File: config.mk
export PLATFORM = sky130hd
export DESIGN_NAME = spl1_front
export DESIGN_NICKNAME = d
export VERILOG_FILES = /design/src/design/spl1_pkg.sv /design/src/design/spl1_front.sv
export SDC_FILE = /design/constraint.sdc
export NUM_CORES = 1
export LEC_CHECK = 0
export BUFFER_PORTS_ARGS = -buffer_cell sky130_fd_sc_hd__clkbuf_2
export CAP_MARGIN = 20
export CORE_AREA = 2 2 90 92
export DETAILED_ROUTE_END_ITERATION = 8
export DIE_AREA = 0 0 92 94
export PLACE_DENSITY_LB_ADDON = 0.15
export SYNTH_ARGS = -nofsm -noshare
export SYNTH_HDL_FRONTEND = slang
export SYNTH_SLANG_ARGS = --single-unit
File: constraint.sdc
create_clock -name vclk -period 5.7
set_clock_uncertainty 0.1 [all_clocks]
set_input_delay 0.855 -clock vclk [all_inputs]
set_output_delay 0.855 -clock vclk [all_outputs]
set_load 0.02 [all_outputs]
File: src/design/spl1_pkg.sv
// Shared types, constants and the reciprocal table for the smoothed-L1 penalty block.
// No dependencies; every other design file imports this package.
`default_nettype none

package spl1_pkg;

    localparam int FRAC_BITS   = 16;
    localparam int IQ          = 30;
    localparam int ACC_WIDTH   = 48;
    localparam int QUEUE_DEPTH = 2;
    localparam int DIV_STEPS   = 64;
    localparam int EXP_TERMS   = 20;
    localparam int LOG_TERMS   = 13;

    localparam logic [30:0] ONE_IQ   = 31'h4000_0000;
    localparam logic [30:0] EPS_RST  = 31'(100 << FRAC_BITS);
    localparam logic [63:0] DEN      = 64'd4294967296;

    // ceil(2^32 / d); entries for 0 and 1 are unused (divide by one is a bypass)
    localparam logic [31:0] RECIP [26] = '{
        32'd0, 32'd0,
        32'((DEN + 64'd1)  / 64'd2),  32'((DEN + 64'd2)  / 64'd3),
        32'((DEN + 64'd3)  / 64'd4),  32'((DEN + 64'd4)  / 64'd5),
        32'((DEN + 64'd5)  / 64'd6),  32'((DEN + 64'd6)  / 64'd7),
        32'((DEN + 64'd7)  / 64'd8),  32'((DEN + 64'd8)  / 64'd9),
        32'((DEN + 64'd9)  / 64'd10), 32'((DEN + 64'd10) / 64'd11),
        32'((DEN + 64'd11) / 64'd12), 32'((DEN + 64'd12) / 64'd13),
        32'((DEN + 64'd13) / 64'd14), 32'((DEN + 64'd14) / 64'd15),
        32'((DEN + 64'd15) / 64'd16), 32'((DEN + 64'd16) / 64'd17),
        32'((DEN + 64'd17) / 64'd18), 32'((DEN + 64'd18) / 64'd19),
        32'((DEN + 64'd19) / 64'd20), 32'((DEN + 64'd20) / 64'd21),
        32'((DEN + 64'd21) / 64'd22), 32'((DEN + 64'd22) / 64'd23),
        32'((DEN + 64'd23) / 64'd24), 32'((DEN + 64'd24) / 64'd25)
    };

    typedef enum logic [1:0] {
        REG_SMOOTHING     = 2'd0,
        REG_WEIGHT_SINGLE = 2'd1,
        REG_WEIGHT_PAIR   = 2'd2
    } t_reg_idx;

    typedef struct packed {
        logic [31:0]        xabs;
        logic               xneg;
        logic signed [31:0] grad;
        logic [30:0]        weight;
        logic               last;
    } t_job;

    typedef struct packed {
        logic        start;
        logic [63:0] dividend;
        logic [31:0] divisor;
    } t_div_req;

    typedef struct packed {
        logic        done;
        logic [63:0] quotient;
    } t_div_rsp;

    typedef enum logic [4:0] {
        S_IDLE, S_TMUL, S_TSPLIT,
        S_SER_MUL, S_SER_REC, S_SER_FIX,
        S_UPOW_MUL, S_UPOW_ACC,
        S_TH_START, S_TH_WAIT, S_Z_START, S_Z_WAIT,
        S_Z2_MUL, S_Z2_GET,
        S_LOG_REC, S_LOG_FIX, S_LOG_MUL, S_LOG_NEXT,
        S_DELTA_MUL, S_DELTA_GET, S_WX_GET, S_WL_GET,
        S_PEN_WAIT, S_DONE
    } t_back_state;

endpackage

`default_nettype wire

File: src/design/spl1_front.sv
// Front end: accepts stream items, takes |x| and sign, selects the weight.
// Depends on spl1_pkg.
`default_nettype none

module spl1_front (
    input  wire logic              i_valid,
    output logic                   o_ready,
    input  wire logic [31:0]       i_param_value,
    input  wire logic [31:0]       i_grad_in,
    input  wire logic              i_is_pair,
    input  wire logic              i_last,
    input  wire logic [30:0]       i_weight_single,
    input  wire logic [30:0]       i_weight_pair,
    input  wire logic              i_full,
    output logic                   o_push,
    output spl1_pkg::t_job         o_job
);
    import spl1_pkg::*;

    always_comb begin
        o_ready       = !i_full;
        o_push        = i_valid && !i_full;
        o_job.xneg    = i_param_value[31];
        o_job.xabs    = i_param_value[31] ? (32'd0 - i_param_value) : i_param_value;
        o_job.grad    = i_grad_in;
        o_job.weight  = i_is_pair ? i_weight_pair : i_weight_single;
        o_job.last    = i_last;
    end

endmodule

`default_nettype wire

Word level (Yosys, flattened, before mapping)
Cells that the tools add are included.

Bits in latches: 0. Input bits: 130. Memories kept: 0. Word-level logic and storage cells: 5. Bits in writable memories: 0. ROM bits: 0. Bits in registers: 0.

Multipliers: 0. Reductions and logical operators: 2. Add/sub/neg operators: 1. Multiplexer cells: 2. Equality and inequality tests: 0. Bitwise logic cells: 0. Magnitude comparators: 0. Shift operators: 0. Divide/modulo/power cells: 0.

Operators by type and width (number): $mux 32 (1); $sub 1x32->32 const A (1); $mux 31 (1); $logic_and 1x1->1 (1); $logic_not 1->1 (1).

Logic depth before layout (Yosys ltp)
Depth in word-level cells: 2. Depth in mapped cells: 7.

Worst setup path before layout
No wires, ideal clock.

Path type: input-to-output. Start point: in i_param_value[1]. End point: out o_job[91] (netlist bit). Path slack: 2265 ps. Data required time: 4745 ps. Stages on the path: 7. Arrival: 2480 ps. Path buffers: 1. Cells stage by stage: inv_1 -> ha_1 -> or4b_1 -> buf_2 -> or3_1 -> o31ai_2 -> xnor2_1.

RTL lines: from (decl) (line spl1_front.sv:8) `input wire logic [31:0] i_param_value,`; to (decl) (line spl1_front.sv:16) `output spl1_pkg::t_job o_job`.

==> out/results.txt <==
Worst Hold Slack = 1610 ps
CP delay by family, top = simple AND/OR/NAND/NOR gates
Count leader, synth = buf_4
F_max = 265 MHz
Worst-path cell chain = clkbuf_2 > inv_1 > ha_1 > or4b_1 > or3_1 > o31ai_2 > xnor2_1 > clkbuf_2
P_int = 0.0856 mW
Layout cells sized above 1 = 68.8%
Crit Path Category = in2out
Number of clock buffers in the layout = 0
Share of the synthesized area in the top cell type = 24.9%
GP Congestion = 0.748
# Post-CTS Setup Buffers = 0
Routed len/inst = 13.7 microns
Largest stage delay on the critical path = 590 ps
Crit path DAT = 2830 ps
Initial Util = 18.4%
Seq pwr share = 0%
Die W = 92 microns
Nets = 428
Worst Path Buf+Inv = 3
Psw = 0.116 mW
Avg Cell Area, Syn = 8.06 sq um
Row Count = 32
Clk network pwr share = 0%
Tmin final = 3780 ps
DR iter-0 viols = 17
I/O pin count = 229
Slew Viols, Final = 0
Synth area leader = mux2_2
Synth area leaders = mux2_2 25%, buf_4 19%, xnor2_1 18%
RSZ-0062 raised after global routing = no
Period utilization = 66.3%
Port bufs = 163
Via density = 4.17
GRT Resource Usage Total = 10.7%
Synth cell types = 31
Post-synthesis sequential area ratio = 0%
Slew @ Worst Pin = 736 ps
Pin count of the biggest net entering global routing = 34
Combinational fraction of design power = 100.0%
Cell repeated most along the worst path = clkbuf_2
Resized cells post-CTS = 0
Routed Wire Length = 5430 microns
Via count = 1656
Maximum vdd drop = 0.0579 mV
Pre-antenna DRT Iters = 4
Final setup viols = 0
Final hold violations = 0
Vias in the first global route = 1496
Cells after synthesis = 174
Die height = 94 microns
Leakage = 1.00 nW
Core box area = 0.00761 sq mm
First-pass GRT wire length = 7600 microns
Syn. warnings = 0
Max-cap viol count = 0
Overflow after GRT = 0
DR DRC count = 0
Post-DP HPWL = 5010 microns
Area Growth Syn to Fin = 46.3%
Num sequential = 0
Crit start category = input port
Die area = 0.00865 sq mm
Critical Path RT = 4740 ps
Initial antenna violation count = 0
Setup tns final = 0 ps
Commonest cells post-synth = 36 x buf_4, 31 x mux2_2, 29 x xnor2_1
Crit path capture type = primary output
Slew HR = 51.0%
Register area = 0 sq um
Syn Nets = 305
HP Class = in2out
# diodes = 0
Post-route ant nets = 0
Synth Cell Area = 0.00140 sq mm
Status = completed
Sw Share = 57.5%
PD cells = 98.0 mW/mm^2
CP max stage cell = or4b_1
Hold buffer count at CTS = 0
CP max FO = 6
## final timing paths
path	start	endpoint	slack (ps)	cells past startpoint
hold / removal	i_last	o_job[0]	1610	0
setup / recovery	i_param_value[1]	o_job[91]	1920	8
## cell families after synthesis
logic type | synth area share, %
AND/OR/NAND/NOR | 19.9
AO/OA/AOI/OAI | 14.5
XOR/XNOR | 18.1
adder cells (fa/ha/maj) | 0.892
multiplexers | 24.9
buffers and inverters | 21.8
## power groups by stage
stage	sequential [mW]	clock, mW	combinational (mW)
CTS	0	0	0.205
floorplan	0	0	0.150
detailed placement	0	0	0.204
global route	0	0	0.217
global placement	0	0	0.205
finish	0	0	0.201
## metal layers
| metal | global-route usage, % | vias up | share of wire (%) |
|---|---|---|---|
| met4 | 0.249 | 0 | 0 |
| met3 | 3.37 | 0 | 12 |
| met1 | 11.8 | 703 | 35 |
| li1 | - | 841 | - |
| met5 | 0 | - | 0 |
| met2 | 21.1 | 112 | 53 |
## through the flow
| step | utilization (%) | total power [mW] | setup WS [ps] | cells | instance area, sq um |
|---|---|---|---|---|---|
| floorplan | - | 0.150 | 2270 | 174 | 1400 |
| global placement | 27.0 | 0.205 | 1930 | 397 | 2050 |
| detailed placement | 27.0 | 0.204 | 1900 | 397 | 2050 |
| CTS | 27.0 | 0.205 | 1890 | 397 | 2050 |
| global route | 27.0 | 0.217 | 1780 | 397 | 2050 |
| finish | 27.0 | 0.201 | 1920 | 397 | 2050 |
## cells in the final DEF (no fill, tap or decap)
master	Yosys	routed
o41ai_2	2	2
nand4_4	1	1
nor2_1	5	5
nand4b_1	1	1
or4_4	1	1
or3_1	4	4
nand4_2	1	1
nor4_2	1	1
o21ai_0	7	7
o31ai_2	1	1
mux2_2	31	31
or4b_1	1	1
nand3_1	2	2
or2b_1	1	1
nand2_1	13	13
xnor2_1	29	29
nor4_4	1	1
nor3_1	4	4
o31ai_1	7	7
or4_1	1	1
nor4_1	2	2
o41ai_1	8	8
and4bb_2	1	1
nand2b_1	2	2
clkbuf_2	0	163
nor2b_1	1	1
inv_1	3	3
ha_1	1	1
## area by class of cell
type / instances / area, sq um
Fill cell: 857 / 5560
Multi-Input combinational cell: 129 / 1100
Timing Repair Buffer: 163 / 816
Tap cell: 102 / 128
Inverter: 3 / 11.3
(Power assumes the default switching activity.)
