--- config.mk ---
export PLATFORM = sky130hd
export DESIGN_NAME = spl1_queue
export DESIGN_NICKNAME = d
export VERILOG_FILES = /design/src/design/spl1_pkg.sv /design/src/design/spl1_queue.sv
export SDC_FILE = /design/constraint.sdc
export NUM_CORES = 1
export LEC_CHECK = 0
export BUFFER_PORTS_ARGS = -buffer_cell sky130_fd_sc_hd__buf_2
export CAP_MARGIN = 5
export CELL_PAD_IN_SITES_DETAIL_PLACEMENT = 1
export CELL_PAD_IN_SITES_GLOBAL_PLACEMENT = 1
export CORE_ASPECT_RATIO = 1.25
export CORE_MARGIN = 4
export CORE_UTILIZATION = 43
export DETAILED_ROUTE_END_ITERATION = 8
export GPL_ROUTABILITY_DRIVEN = 1
export PLACE_DENSITY_LB_ADDON = 0.1
export SYNTH_ARGS = -nofsm -noshare
export SYNTH_HDL_FRONTEND = slang
export SYNTH_SLANG_ARGS = --single-unit
--- constraint.sdc ---
create_clock -name i_clk -period 7.8 [get_ports i_clk]
set_input_delay 1.95 -clock i_clk [delete_from_list [all_inputs] [get_ports i_clk]]
set_output_delay 1.95 -clock i_clk [all_outputs]
set_load 0.1 [all_outputs]
--- src/design/spl1_pkg.sv ---
// Shared types, constants and the reciprocal table for the smoothed-L1 penalty block.
// No dependencies; every other design file imports this package.
`default_nettype none

package spl1_pkg;

    localparam int FRAC_BITS   = 16;
    localparam int IQ          = 30;
    localparam int ACC_WIDTH   = 48;
    localparam int QUEUE_DEPTH = 2;
    localparam int DIV_STEPS   = 64;
    localparam int EXP_TERMS   = 20;
    localparam int LOG_TERMS   = 13;

    localparam logic [30:0] ONE_IQ   = 31'h4000_0000;
    localparam logic [30:0] EPS_RST  = 31'(100 << FRAC_BITS);
    localparam logic [63:0] DEN      = 64'd4294967296;

    // ceil(2^32 / d); entries for 0 and 1 are unused (divide by one is a bypass)
    localparam logic [31:0] RECIP [26] = '{
        32'd0, 32'd0,
        32'((DEN + 64'd1)  / 64'd2),  32'((DEN + 64'd2)  / 64'd3),
        32'((DEN + 64'd3)  / 64'd4),  32'((DEN + 64'd4)  / 64'd5),
        32'((DEN + 64'd5)  / 64'd6),  32'((DEN + 64'd6)  / 64'd7),
        32'((DEN + 64'd7)  / 64'd8),  32'((DEN + 64'd8)  / 64'd9),
        32'((DEN + 64'd9)  / 64'd10), 32'((DEN + 64'd10) / 64'd11),
        32'((DEN + 64'd11) / 64'd12), 32'((DEN + 64'd12) / 64'd13),
        32'((DEN + 64'd13) / 64'd14), 32'((DEN + 64'd14) / 64'd15),
        32'((DEN + 64'd15) / 64'd16), 32'((DEN + 64'd16) / 64'd17),
        32'((DEN + 64'd17) / 64'd18), 32'((DEN + 64'd18) / 64'd19),
        32'((DEN + 64'd19) / 64'd20), 32'((DEN + 64'd20) / 64'd21),
        32'((DEN + 64'd21) / 64'd22), 32'((DEN + 64'd22) / 64'd23),
        32'((DEN + 64'd23) / 64'd24), 32'((DEN + 64'd24) / 64'd25)
    };

    typedef enum logic [1:0] {
        REG_SMOOTHING     = 2'd0,
        REG_WEIGHT_SINGLE = 2'd1,
        REG_WEIGHT_PAIR   = 2'd2
    } t_reg_idx;

    typedef struct packed {
        logic [31:0]        xabs;
        logic               xneg;
        logic signed [31:0] grad;
        logic [30:0]        weight;
        logic               last;
    } t_job;

    typedef struct packed {
        logic        start;
        logic [63:0] dividend;
        logic [31:0] divisor;
    } t_div_req;

    typedef struct packed {
        logic        done;
        logic [63:0] quotient;
    } t_div_rsp;

    typedef enum logic [4:0] {
        S_IDLE, S_TMUL, S_TSPLIT,
        S_SER_MUL, S_SER_REC, S_SER_FIX,
        S_UPOW_MUL, S_UPOW_ACC,
        S_TH_START, S_TH_WAIT, S_Z_START, S_Z_WAIT,
        S_Z2_MUL, S_Z2_GET,
        S_LOG_REC, S_LOG_FIX, S_LOG_MUL, S_LOG_NEXT,
        S_DELTA_MUL, S_DELTA_GET, S_WX_GET, S_WL_GET,
        S_PEN_WAIT, S_DONE
    } t_back_state;

endpackage

`default_nettype wire

--- src/design/spl1_queue.sv ---
// Small FIFO of classified items between the front and back ends.
// Depends on spl1_pkg.
`default_nettype none

module spl1_queue #(
    parameter int DEPTH = spl1_pkg::QUEUE_DEPTH
) (
    input  wire logic                       i_clk,
    input  wire logic                       i_rst_n,
    input  wire logic                       i_push,
    input  wire spl1_pkg::t_job             i_job,
    input  wire logic                       i_pop,
    output spl1_pkg::t_job                  o_job,
    output logic                            o_full,
    output logic                            o_nonempty,
    output logic [$clog2(DEPTH+1)-1:0]      o_count
);
    import spl1_pkg::*;

    localparam int PW = (DEPTH > 1) ? $clog2(DEPTH) : 1;
    localparam int CW = $clog2(DEPTH + 1);

    t_job          r_mem [DEPTH];
    logic [PW-1:0] r_wr;
    logic [PW-1:0] r_rd;
    logic [CW-1:0] r_count;

    always_comb begin
        o_job      = r_mem[r_rd];
        o_full     = (r_count == CW'(DEPTH));
        o_nonempty = (r_count != '0);
        o_count    = r_count;
    end

    always_ff @(posedge i_clk) begin
        if (i_push) begin
            r_mem[r_wr] <= i_job;
        end
    end

    always_ff @(posedge i_clk) begin
        if (!i_rst_n) begin
            r_wr    <= '0;
            r_rd    <= '0;
            r_count <= '0;
        end else begin
            if (i_push) begin
                r_wr <= (r_wr == PW'(DEPTH - 1)) ? '0 : r_wr + 1'b1;
            end
            if (i_pop) begin
                r_rd <= (r_rd == PW'(DEPTH - 1)) ? '0 : r_rd + 1'b1;
            end
            if (i_push && !i_pop) begin
                r_count <= r_count + 1'b1;
            end else if (i_pop && !i_push) begin
                r_count <= r_count - 1'b1;
            end
        end
    end

endmodule

`default_nettype wire

# [Word level (Yosys, flattened, before mapping)]
# Memories as Yosys holds them, arrays and structs flattened. A register that Yosys moved wholly into a read port is not among the register bits.
# Cells that the tools add are included.
[totals] reg_bits=4 ramBits=194 input_bits=101 out_inout_bits=101 memories=1
[memory_table] name="r_mem" depth=2 word_bits=97 rd=1 rd_ports_with_merged_regs=1 wr=1 line_no="spl1_queue.sv:23" text="t_job r_mem [DEPTH];"
[op_classes] n_addsub=4 n_eq_ne=1 mux=8 reduce_logical=6
[ops] operator="$mux W1" n=6
[ops] operator="$mux W2" n=2
[ops] operator="$reduce_bool A2 Y1" n=2
[ops] operator="$add A1 B1 Y1 const B" n=2
[ops] operator="$add A2 B1 Y2 const B" n=1
[ops] operator="$eq A2 B2 Y1 const B" n=1
[ops] operator="$logic_and A1 B1 Y1" n=2
[ops] operator="$logic_not A1 Y1" n=2
[ops] operator="$sub A2 B1 Y2 const B" n=1

# [Logic depth before layout (Yosys ltp)]
[depth] ltp_word=4 depth_mapped=5 mapped_depth_nobuf=5

# [Worst setup path before layout]
# OpenSTA, ideal clock, no wires.
[synth_path] path_type="input to register" start="input port i_push" end="memory r_mem[0][0] (netlist bit), enable pin" setup_time_ns=0.566 t_arrival_ns=6.205 required_ns=7.234 setup_slack_ns=1.029 path_stages=1 path_buffers=0 path_cell_list="nor2b_1"
[synth_between] elab_chain_cells=2
[synth_lines] element="start, declared" line_no="spl1_queue.sv:10" text="input wire logic i_push,"
[synth_lines] element="$mux W1" line_no="spl1_queue.sv:36" text="if (i_push) begin"
[synth_lines] element="$mux W1 (not written as such)" line_no="spl1_queue.sv:37" text="r_mem[r_wr] <= i_job;"
[synth_lines] element="end, declared" line_no="spl1_queue.sv:23"
# No other way between the ends.

==> flow_summary.yaml <==
die:
  initial_utilization_pct: 43.72
  die_area_mm2: 0.01923
  core_area_mm2: 0.01678
  die_x_um: 124.8
  rows: 53
  io_pins: 202
  die-height_um: 154.0
clocking:
  clk_pin_slew_ns: 0.07
  htreeDepth: 4
  post_cts_resized: 0
  cts_setup_buffers: 0
  cts_hold_buffers: 0
  clk_latency_ns: 0.43
  cts_made_buffers: 17
  clock-root-buffer: "clkbuf_16"
  cts_tree: "yes"
  clock_sinks: 199
  clockBufferDepth: 2
final_layout:
  layout_commonest_cell: "buf_2"
  nNetsFinal: 638
  n_antenna_cell: 0
  finish.utilization_pct: 54.63
  area_delta_synth_final_pct: 24.94
  final_layout_size_suffix_gt1_share_pct: 61.02
  fill_cells: 1577
  mostFrequentLayoutCells: "buf_2, edfxtp_1, mux2_2"
power:
  power.density_mw_per_mm2: 301.2
  ir_drop_mv: 0.1752
  power_leakage_nw: 3.493
  finalPower_mw: 2.761
critical_path:
  end_kind: "primary output"
  r2r_start: "r_wr$_SDFFE_PN0P_"
  start_kind: "flop"
  crit_fanout: 54
  reg2reg_slack_ns: 5.32
  criticalPathCategory: "flop to primary output"
  critPathArrivalTime_ns: 2.77
  reg2reg_to: "r_mem[0][64]$_DFFE_PP_"
  critical_path_required_ns: 5.85
  reg2reg_depth: 2
drt:
  wl_per_cell_um: 18.86
  vias: 3698
  drtPass1Iterations: 4
  viasPerCell: 4.809
  detail-route-antenna-nets: 0
  drtIter0Drc: 235
  drc_errors: 0
  drt-total-wl_um: 14500
logic_synthesis:
  synth_top_area_share_pct: 79.41
  ys_warn_count: 0
  yosysSeqAreaShare_pct: 80.78
  syn_inst: 324
  yosys-top-cells-area: "edfxtp_1, mux2_2, mux2_4"
  yosysUniqueCellTypes: 17
  yosysTopAreaCell: "edfxtp_1"
  synth_nets: 426
  synth_area_per_cell_um2: 22.64
  synth-seq-cells: 199
  synth_area_mm2: 0.007336
global_routing:
  grt_pass1_vias: 4136
  grt_first_pass_wirelength_um: 22270
  grtUsageTotal_pct: 15.24
  grt_antenna_before_repair: 1
  gr-total-overflow: 0
  grt_max_degree: 73
flow_run:
  cap_violations: 0
place:
  place.gp.congestion: 0.7075
  hpwl_um: 9786
  io_buffers: 201
timing:
  fin_crit_sh_pct: 60.48
  fin_skew_ns: 0.007068
  fmax_ghz: 0.2120
  setup_violations: 0
  hold_viol_final: 0
  rsz0062_at_grt: "no"
  slew_headroom_pct: 23.19
  tns_ns: 0
  period_needed_ns: 4.718
  tightest_slew_ns: 1.150
  final-max-slew-violation-count: 0
min_path:
  hp-start: "o_count[1]$_SDFFE_PN0P_"
  hold_path.class: "flop to flop"
  whs_path_depth: 2
  hold_end: "o_count[1]$_SDFFE_PN0P_"
run_status:
  status: "complete, no violations"
## layout make-up
type	count	area [um2]	share of cell area, %
tap	220	275.3	3.003
inverter	1	3.754	0.04096
timing repair buffer	204	1028	11.22
multi-input combinational	113	1330	14.51
clock inverter	15	172.7	1.884
clock buffer	17	425.4	4.642
sequential	199	5929	64.70
## power breakdown
part	leakage [nW]	total, mW	internal (mW)	switching (mW)
Clock	0.282	0.884	0.505	0.379
Combinational	1.35	0.616	0.122	0.494
Sequential	1.86	1.26	1.24	0.0256
## worst max path at each step
stage          cells after the start  startpoint  slack [ns]                    end
4_1_cts                            3        flop        2.99              o_job[89]
3_5_place_dp                       3        flop        3.46              o_job[89]
3_3_place_gp                       3        flop        3.46              o_job[89]
5_1_grt                            3        flop        2.92              o_job[19]
6_report                           3        flop        3.08              o_job[89]
2_1_floorplan                      1      i_push        1.03  r_mem[0][0]$_DFFE_PP_
## metrics by stage
| stage | std cells | hold slack [ns] | worst slack [ns] | area [um2] |
|---|---|---|---|---|
| floorplan | 324 | 0.5546 | 1.029 | 7336 |
| global placement | 737 | 0.5024 | 3.465 | 8567 |
| detailed placement | 737 | 0.5614 | 3.465 | 8567 |
| CTS | 769 | 0.5725 | 2.988 | 9165 |
| global route | 769 | 0.6046 | 2.924 | 9165 |
| finish | 769 | 0.5687 | 3.082 | 9165 |
## state kept, by name, indices dropped and copies added, names as in the netlist, named ones only
| register | count |
|---|---|
| r_rd | 1 |
| o_count | 2 |
| r_mem | 194 |
| r_wr | 1 |
## worst max-delay path, cell delays in order, from the launching register on
cell and delay, ns:
dfxtp_4 0.83, buf_4 0.71, mux2_2 0.31, buf_2 0.43
## layer usage
layer  vias to the layer above  track usage [%]  part of all wire (%)
li1                       1703                -                     -
met1                      1841            17.20                    39
met2                       131            26.31                    53
met3                        21            5.177                   6.3
met4                         2            6.767                   2.3
met5                         -                0                 0.083
## synthesized netlist by cell type
| cell type | count |
|---|---|
| buf_2 | 6 |
| ha_1 | 1 |
| mux2_2 | 67 |
| edfxtp_1 | 194 |
| nor2b_1 | 3 |
| or3_1 | 1 |
| xor2_1 | 2 |
| a21boi_1 | 1 |
| o21ai_0 | 1 |
| o21a_1 | 1 |
| inv_1 | 1 |
| and2_1 | 4 |
| dfxtp_1 | 5 |
| or2_2 | 1 |
| buf_6 | 5 |
| xnor2_1 | 1 |
| mux2_4 | 30 |
## cells by family (layout without fill, tap and decap cells)
group	Yosys count	count (layout)	synth area share, %
multiplexers	97	97	16.42
XOR/XNOR	3	3	0.3582
flip-flops	199	199	80.78
AND/OR/NAND/NOR	9	9	0.7676
AO/OA/AOI/OAI	3	3	0.2729
adder cells (fa/ha/maj)	1	1	0.1705
buffers and inverters	12	237	1.228
Power figures use the tool's default switching activity.
